[config.mk]
export PLATFORM = sky130hd
export DESIGN_NAME = lsb_first_pair_bit_packer_top
export DESIGN_NICKNAME = d
export VERILOG_FILES = /design/src/rtl/lsbpk_pkg.sv /design/src/rtl/lsbpk_front.sv /design/src/rtl/lsbpk_fifo.sv /design/src/rtl/lsbpk_back.sv /design/src/rtl/lsb_first_pair_bit_packer_top.sv
export SDC_FILE = /design/constraint.sdc
export NUM_CORES = 1
export LEC_CHECK = 0
export ABC_AREA = 1
export BUFFER_PORTS_ARGS = -buffer_cell sky130_fd_sc_hd__buf_2
export CORE_ASPECT_RATIO = 0.8
export CORE_MARGIN = 4
export CORE_UTILIZATION = 50
export CTS_BUF_LIST = sky130_fd_sc_hd__clkbuf_2 sky130_fd_sc_hd__clkbuf_4 sky130_fd_sc_hd__clkbuf_8
export CTS_CLUSTER_SIZE = 40
export DETAILED_ROUTE_END_ITERATION = 16
export PLACE_DENSITY = 0.66
export SLEW_MARGIN = 20
export SYNTH_ARGS = -nofsm -noshare
export SYNTH_HDL_FRONTEND = slang
export SYNTH_SLANG_ARGS = --single-unit
[constraint.sdc]
create_clock -name clk -period 4.15 [get_ports clk]
set_clock_uncertainty 0.15 [all_clocks]
set_input_delay 0.83 -clock clk [delete_from_list [all_inputs] [get_ports clk]]
set_output_delay 0.83 -clock clk [all_outputs]
set_load 0.02 [all_outputs]
[src/rtl/lsbpk_pkg.sv]
// ----------------------------------------------------------------------------
// LSB-first pair bit packer package
// Shared constants and types for the front end, the queue and the back end.
// ----------------------------------------------------------------------------
package lsbpk_pkg;

  localparam int MAX_CODE_BITS = 16;
  localparam int SYM_BITS      = 8;
  localparam int CODE_W        = 16;
  localparam int LEN_W         = 5;
  localparam int PEND_W        = 7;
  localparam int PCNT_W        = 3;
  localparam int ACC_W         = PEND_W + MAX_CODE_BITS + SYM_BITS;
  localparam int MAX_BYTES     = 3;
  localparam int DATA_W        = MAX_BYTES * 8;
  localparam int NB_W          = 2;

  localparam int FIFO_DEPTH    = 4;
  localparam int FIFO_PTR_W    = $clog2(FIFO_DEPTH);
  localparam int FIFO_CNT_W    = $clog2(FIFO_DEPTH + 1);

  localparam logic REQ_PAIR  = 1'b0;
  localparam logic REQ_FLUSH = 1'b1;

  typedef struct packed {
    logic [DATA_W-1:0] data;
    logic [NB_W-1:0]   nbytes;
  } lsbpk_entry_t;

endpackage

[src/rtl/lsbpk_front.sv]
// ----------------------------------------------------------------------------
// LSB-first pair bit packer front end
// Accepts items, merges them with the pending bits and queues whole bytes.
// ----------------------------------------------------------------------------
module lsbpk_front import lsbpk_pkg::*; (
  input  logic                clk,
  input  logic                rst_n,
  input  logic                in_valid,
  output logic                in_stall,
  input  logic                in_req_type,
  input  logic [CODE_W-1:0]   in_code_value,
  input  logic [LEN_W-1:0]    in_code_len,
  input  logic [7:0]          in_symbol_byte,
  input  logic                q_full,
  output logic                q_push,
  output lsbpk_entry_t        q_entry
);

  logic [PEND_W-1:0] pend_bits_r, pend_bits_nxt;
  logic [PCNT_W-1:0] pend_cnt_r, pend_cnt_nxt;
  logic [LEN_W-1:0]  len_sat;
  logic [CODE_W:0]   code_mask;
  logic [CODE_W-1:0] code_clip;
  logic [LEN_W-1:0]  sym_shift;
  logic [ACC_W-1:0]  acc;
  logic [ACC_W-1:0]  acc_rest;
  logic [LEN_W-1:0]  total;
  logic [NB_W-1:0]   nbytes;
  logic              accept;

  assign in_stall = q_full;
  assign accept   = in_valid && !q_full;
  assign q_push   = accept;

  always_comb begin
    len_sat = (in_code_len > LEN_W'(MAX_CODE_BITS)) ? LEN_W'(MAX_CODE_BITS) : in_code_len;
    code_mask = ((CODE_W+1)'(1) << len_sat) - (CODE_W+1)'(1);
    code_clip = in_code_value & code_mask[CODE_W-1:0];
    sym_shift = LEN_W'(pend_cnt_r) + len_sat;
    acc = ACC_W'(pend_bits_r)
        | (ACC_W'(code_clip) << pend_cnt_r)
        | (ACC_W'(in_symbol_byte) << sym_shift);
    total = LEN_W'(pend_cnt_r) + len_sat + LEN_W'(SYM_BITS);
    nbytes = total[LEN_W-1:3];
    acc_rest = acc >> {nbytes, 3'b000};
    if (in_req_type == REQ_FLUSH) begin
      q_entry.data   = DATA_W'(pend_bits_r);
      q_entry.nbytes = NB_W'(1);
      pend_bits_nxt  = '0;
      pend_cnt_nxt   = '0;
    end else begin
      q_entry.data   = acc[DATA_W-1:0];
      q_entry.nbytes = nbytes;
      pend_bits_nxt  = acc_rest[PEND_W-1:0];
      pend_cnt_nxt   = total[PCNT_W-1:0];
    end
  end

  always_ff @(posedge clk) begin
    if (!rst_n) begin
      pend_bits_r <= '0;
      pend_cnt_r  <= '0;
    end else if (accept) begin
      pend_bits_r <= pend_bits_nxt;
      pend_cnt_r  <= pend_cnt_nxt;
    end
  end

endmodule

[src/rtl/lsbpk_fifo.sv]
// ----------------------------------------------------------------------------
// LSB-first pair bit packer queue
// Short queue of byte groups between the front end and the back end.
// ----------------------------------------------------------------------------
module lsbpk_fifo import lsbpk_pkg::*; (
  input  logic         clk,
  input  logic         rst_n,
  input  logic         push,
  input  lsbpk_entry_t push_entry,
  output logic         full,
  input  logic         pop,
  output logic         not_empty,
  output lsbpk_entry_t head
);

  lsbpk_entry_t          mem_r [FIFO_DEPTH];
  logic [FIFO_PTR_W-1:0] wr_ptr_r, rd_ptr_r;
  logic [FIFO_CNT_W-1:0] cnt_r, cnt_nxt;

  assign full      = (cnt_r == FIFO_CNT_W'(FIFO_DEPTH));
  assign not_empty = (cnt_r != '0);
  assign head      = mem_r[rd_ptr_r];

  always_comb begin
    cnt_nxt = cnt_r;
    if (push && !pop) begin
      cnt_nxt = cnt_r + FIFO_CNT_W'(1);
    end else if (pop && !push) begin
      cnt_nxt = cnt_r - FIFO_CNT_W'(1);
    end
  end

  always_ff @(posedge clk) begin
    if (push) begin
      mem_r[wr_ptr_r] <= push_entry;
    end
  end

  always_ff @(posedge clk) begin
    if (!rst_n) begin
      wr_ptr_r <= '0;
      rd_ptr_r <= '0;
      cnt_r    <= '0;
    end else begin
      if (push) begin
        wr_ptr_r <= wr_ptr_r + FIFO_PTR_W'(1);
      end
      if (pop) begin
        rd_ptr_r <= rd_ptr_r + FIFO_PTR_W'(1);
      end
      cnt_r <= cnt_nxt;
    end
  end

endmodule

[src/rtl/lsbpk_back.sv]
// ----------------------------------------------------------------------------
// LSB-first pair bit packer back end
// Takes byte groups from the queue and sends one byte per cycle unless stalled.
// ----------------------------------------------------------------------------
module lsbpk_back import lsbpk_pkg::*; (
  input  logic         clk,
  input  logic         rst_n,
  input  logic         q_not_empty,
  input  lsbpk_entry_t q_head,
  output logic         q_pop,
  output logic         out_valid,
  input  logic         out_stall,
  output logic [7:0]   out_byte,
  output logic         out_last_of_run
);

  logic              cur_valid_r, cur_valid_nxt;
  logic [DATA_W-1:0] cur_data_r, cur_data_nxt;
  logic [NB_W-1:0]   cur_rem_r, cur_rem_nxt;
  logic              out_valid_r, out_valid_nxt;
  logic [7:0]        out_byte_r;
  logic              out_last_r;
  logic              take;
  logic              cur_done;

  assign take     = cur_valid_r && (!out_valid_r || !out_stall);
  assign cur_done = take && (cur_rem_r == NB_W'(1));
  assign q_pop    = q_not_empty && (!cur_valid_r || cur_done);

  always_comb begin
    cur_valid_nxt = cur_valid_r;
    cur_data_nxt  = cur_data_r;
    cur_rem_nxt   = cur_rem_r;
    if (q_pop) begin
      cur_valid_nxt = 1'b1;
      cur_data_nxt  = q_head.data;
      cur_rem_nxt   = q_head.nbytes;
    end else if (cur_done) begin
      cur_valid_nxt = 1'b0;
    end else if (take) begin
      cur_data_nxt = cur_data_r >> 8;
      cur_rem_nxt  = cur_rem_r - NB_W'(1);
    end
    if (take) begin
      out_valid_nxt = 1'b1;
    end else if (out_stall) begin
      out_valid_nxt = out_valid_r;
    end else begin
      out_valid_nxt = 1'b0;
    end
  end

  always_ff @(posedge clk) begin
    if (take) begin
      out_byte_r <= cur_data_r[7:0];
      out_last_r <= (cur_rem_r == NB_W'(1));
    end
    cur_data_r <= cur_data_nxt;
    cur_rem_r  <= cur_rem_nxt;
  end

  always_ff @(posedge clk) begin
    if (!rst_n) begin
      cur_valid_r <= 1'b0;
      out_valid_r <= 1'b0;
    end else begin
      cur_valid_r <= cur_valid_nxt;
      out_valid_r <= out_valid_nxt;
    end
  end

  assign out_valid       = out_valid_r;
  assign out_byte        = out_byte_r;
  assign out_last_of_run = out_last_r;

endmodule

[src/rtl/lsb_first_pair_bit_packer_top.sv]
// ----------------------------------------------------------------------------
// LSB-first pair bit packer top level
// Packs code and symbol pairs into bytes, least significant bit first.
// ----------------------------------------------------------------------------
// The first byte of an item is registered in the queue, then in the back end's
// current group register, then in the output register before it is presented.
// Throughput: one byte per cycle at the output register while out_stall is low;
// an item makes one to three bytes, and the input takes one item per cycle while
// the four-entry queue has room.
// Reset: synchronous reset clears the pending bits, the queue and all valids.
module lsb_first_pair_bit_packer_top import lsbpk_pkg::*; (
  input  logic              clk,
  input  logic              rst_n,
  input  logic              in_valid,
  output logic              in_stall,
  input  logic              in_req_type,
  input  logic [CODE_W-1:0] in_code_value,
  input  logic [LEN_W-1:0]  in_code_len,
  input  logic [7:0]        in_symbol_byte,
  output logic              out_valid,
  input  logic              out_stall,
  output logic [7:0]        out_byte,
  output logic              out_last_of_run
);

  logic         q_full;
  logic         q_push;
  lsbpk_entry_t q_entry;
  logic         q_pop;
  logic         q_not_empty;
  lsbpk_entry_t q_head;

  lsbpk_front u_front (
    .clk            (clk),
    .rst_n          (rst_n),
    .in_valid       (in_valid),
    .in_stall       (in_stall),
    .in_req_type    (in_req_type),
    .in_code_value  (in_code_value),
    .in_code_len    (in_code_len),
    .in_symbol_byte (in_symbol_byte),
    .q_full         (q_full),
    .q_push         (q_push),
    .q_entry        (q_entry)
  );

  lsbpk_fifo u_fifo (
    .clk        (clk),
    .rst_n      (rst_n),
    .push       (q_push),
    .push_entry (q_entry),
    .full       (q_full),
    .pop        (q_pop),
    .not_empty  (q_not_empty),
    .head       (q_head)
  );

  lsbpk_back u_back (
    .clk             (clk),
    .rst_n           (rst_n),
    .q_not_empty     (q_not_empty),
    .q_head          (q_head),
    .q_pop           (q_pop),
    .out_valid       (out_valid),
    .out_stall       (out_stall),
    .out_byte        (out_byte),
    .out_last_of_run (out_last_of_run)
  );

endmodule
==> metrics.yaml <==
instances_no_fill: 1246
grt_start_max_net_pins: 53
cts_resized: 0
synth-seq-cells: 160
fin_crit_ns: 3.40
final_cell_mix: "171 x nor2_1, 139 x edfxtp_1, 131 x nand3_1"
r2r_start: "u_front.pend_cnt_r[1]$_SDFFE_PN0P_"
nets: 1057
cts.sinks: 160
num_rows: 42
gp_congestion: 1.01
vias: 6978
max_freq_mhz: 295
hold_buffers: 0
hold_start: "u_back.cur_data_r[5]$_DFFE_PP_"
drc: 0
postCtsSetupBuffers: 0
tritoncts: "built"
synthXorXnorAreaFrac_pct: 0.102
layout_commonest_cell: "nor2_1"
clk_path_buf_depth: 2
tns_ns: 0
antenna_left: 0
antennaDiodeCount: 0
final_layout_size_suffix_gt1_share_pct: 14.7
synth-compound-area-share_pct: 10.6
tightest_slew_ns: 0.717
p_leak_nw: 3.78
area_growth_pct: 10.2
ys_types: 47
required_ns: 4.25
rsz0062_at_grt: "no"
power_density_nw_per_um2: 572
clk_pin_slew_ns: 0.09
setup.worst_path.start: "in_code_len[1]"
worstSetupPathType: "input port to register"
synth_flop_cell: "edfxtp_1"
start_util_pct: 51.4
synth_nets: 1018
finalCritPeriodShare_pct: 81.8
slew_viol_final: 0
synth_edf_count: 139
crit_path_start_kind: "input port"
clk_latency_ns: 0.44
hp-class: "register to register"
pin_count: 45
yosysWarnings: 0
synth-simple-area-share_pct: 27.6
crit_arrival_ns: 3.49
gr-total-overflow: 0
worst-path-max-fanout: 12
grt_pass1_wl_um: 34900
place_hpwl_um: 15700
synth_top_family_by_area: "simple AND/OR/NAND/NOR gates"
dieArea_um2: 19300
wirelength_um: 21900
finalSetupViolCount: 0
track_usage_pct: 23.1
cp-end-kind: "register"
antenna_found_initial: 0
synthMuxAreaShare_pct: 0
hold_viol_final: 0
dp.cells: 1214
status: "finished, final reports clean"
avgSynthCellArea_um2: 8.81
drt_iter0_drc: 741
syn-cell-area_um2: 8580
max_slew_margin_pct: 52.1
viasPerCell: 5.60
async_reset_ff_share_pct: 0
clockRootBuffer: "clkbuf_8"
syn-instance-count: 974
dr.pass1.iters: 6
wl_per_cell_um: 17.6
maxCapViolCount: 0
vdd_drop_max_mv: 0.372
die_w_um: 154
worstRegToRegCells: 11
grt_pass1_vias: 6333
cts_made_buffers: 17
min_path_cells: 0
yosysSeqAreaShare_pct: 53.5
synth-adder-area-share_pct: 1.55
die_h_um: 125
htreeDepth: 4
port_buffers: 44
core_area_um2: 16700
==> power by group <==
| group | switching [mW] | internal [mW] |
|---|---|---|
| clock network | 0.570 | 0.617 |
| registers | 0.101 | 2.26 |
| logic | 1.32 | 0.537 |
==> worst max-delay path, stage by stage <==
cell and delay, ns:
buf_2 0.23, nor2_4 0.07, nand2_4 0.09, nand2_8 0.08, nand3_2 0.21, inv_1 0.07
ha_1 0.49, clkinv_1 0.32, nand3_1 0.16, nand2_1 0.07, o21ai_0 0.46, a21oi_1 0.15
a21oi_1 0.26
==> layout make-up <==
type / instances / area [µm²]
sequential: 160 / 4590
inverter: 89 / 342
fill: 1534 / 7250
clock inverter: 9 / 121
tap: 220 / 275
clock buffer: 23 / 298
multi-input combinational: 679 / 3440
timing repair buffer: 66 / 385
==> cells in the mapped netlist (2+ instances only) <==
library cell  instances  area (µm²)
clkbuf_1             33         124
clkinv_1              7        26.3
nand3b_1              4        30.0
dfxtp_1              21         420
a21oi_2               5        43.8
buf_4                 4        30.0
nand2_1             126         473
edfxtp_1            139        4170
nor2_8                2        40.0
o21ai_0              74         370
nand2_2               9        56.3
o21bai_1              2        15.0
nand4_1              29         181
nand3_1             131         656
buf_2                 2        10.0
o21ai_1               5        25.0
a31oi_1              21         131
nor2_2                3        18.8
o21a_1                2        15.0
and2_1                2        12.5
nand3_2               6        60.1
o2111ai_1             2        17.5
a21oi_1              45         225
ha_1                  9         113
nor2_1              175         657
buf_6                 5        56.3
inv_1                72         270
nand2_8               2        40.0
nor2_4                4        45.0
inv_2                 8        30.0
nor3_1                5        25.0
buf_1                 2        7.51
nand2_4               4        45.0
==> flip-flops by register name (all words and copies together), names as in the netlist, 2 cells and up, named ones only <==
register / flops
u_fifo.wr_ptr_r: 2
u_front.pend_cnt_r: 3
u_back.cur_rem_r: 2
u_front.pend_bits_r: 7
u_fifo.rd_ptr_r: 2
u_fifo.cnt_r: 3
u_fifo.mem_r: 104
u_back.cur_data_r: 24
u_back.out_byte: 8
==> through the flow <==
step           util, %  hold WS (ns)  cell area, µm²  worst slack [ns]  power (mW)
2_1_floorplan        -         0.250            8580             0.594        3.64
3_3_place_gp      54.1         0.253            9040             0.425        4.22
3_5_place_dp      54.1         0.257            9040             0.359        4.25
4_1_cts           56.6         0.283            9460             0.830        5.44
5_1_grt           56.6         0.296            9460             0.503        5.79
6_report          56.6         0.280            9460             0.755        5.41
==> worst paths after layout <==
path,to,slack [ns]
worst max-delay path,u_fifo.mem_r[2][9]$_DFFE_PP_,0.75
worst min-delay path,u_back.out_byte[5]$_DFFE_PP_,0.28
worst max register to register,u_fifo.mem_r[2][9]$_DFFE_PP_,1.06
worst min register to register,u_back.out_byte[5]$_DFFE_PP_,0.28
==> cell families (layout without fill, tap and decap cells) <==
group / after synthesis / in the layout
xor+xnor: 1 / 1
buf+inv: 135 / 187
fa+ha+maj: 10 / 10
simple gates: 505 / 505
compound gates: 163 / 163
flops: 160 / 160
==> routing by layer <==
metal	part of all wire (%)	vias up	global-route usage, %
met5	0	-	0
met2	43	241	33.3
met4	1.3	0	5.09
met1	48	3267	35.7
met3	7.4	23	5.04
li1	-	3447	-
Power figures use the tool's default switching activity.
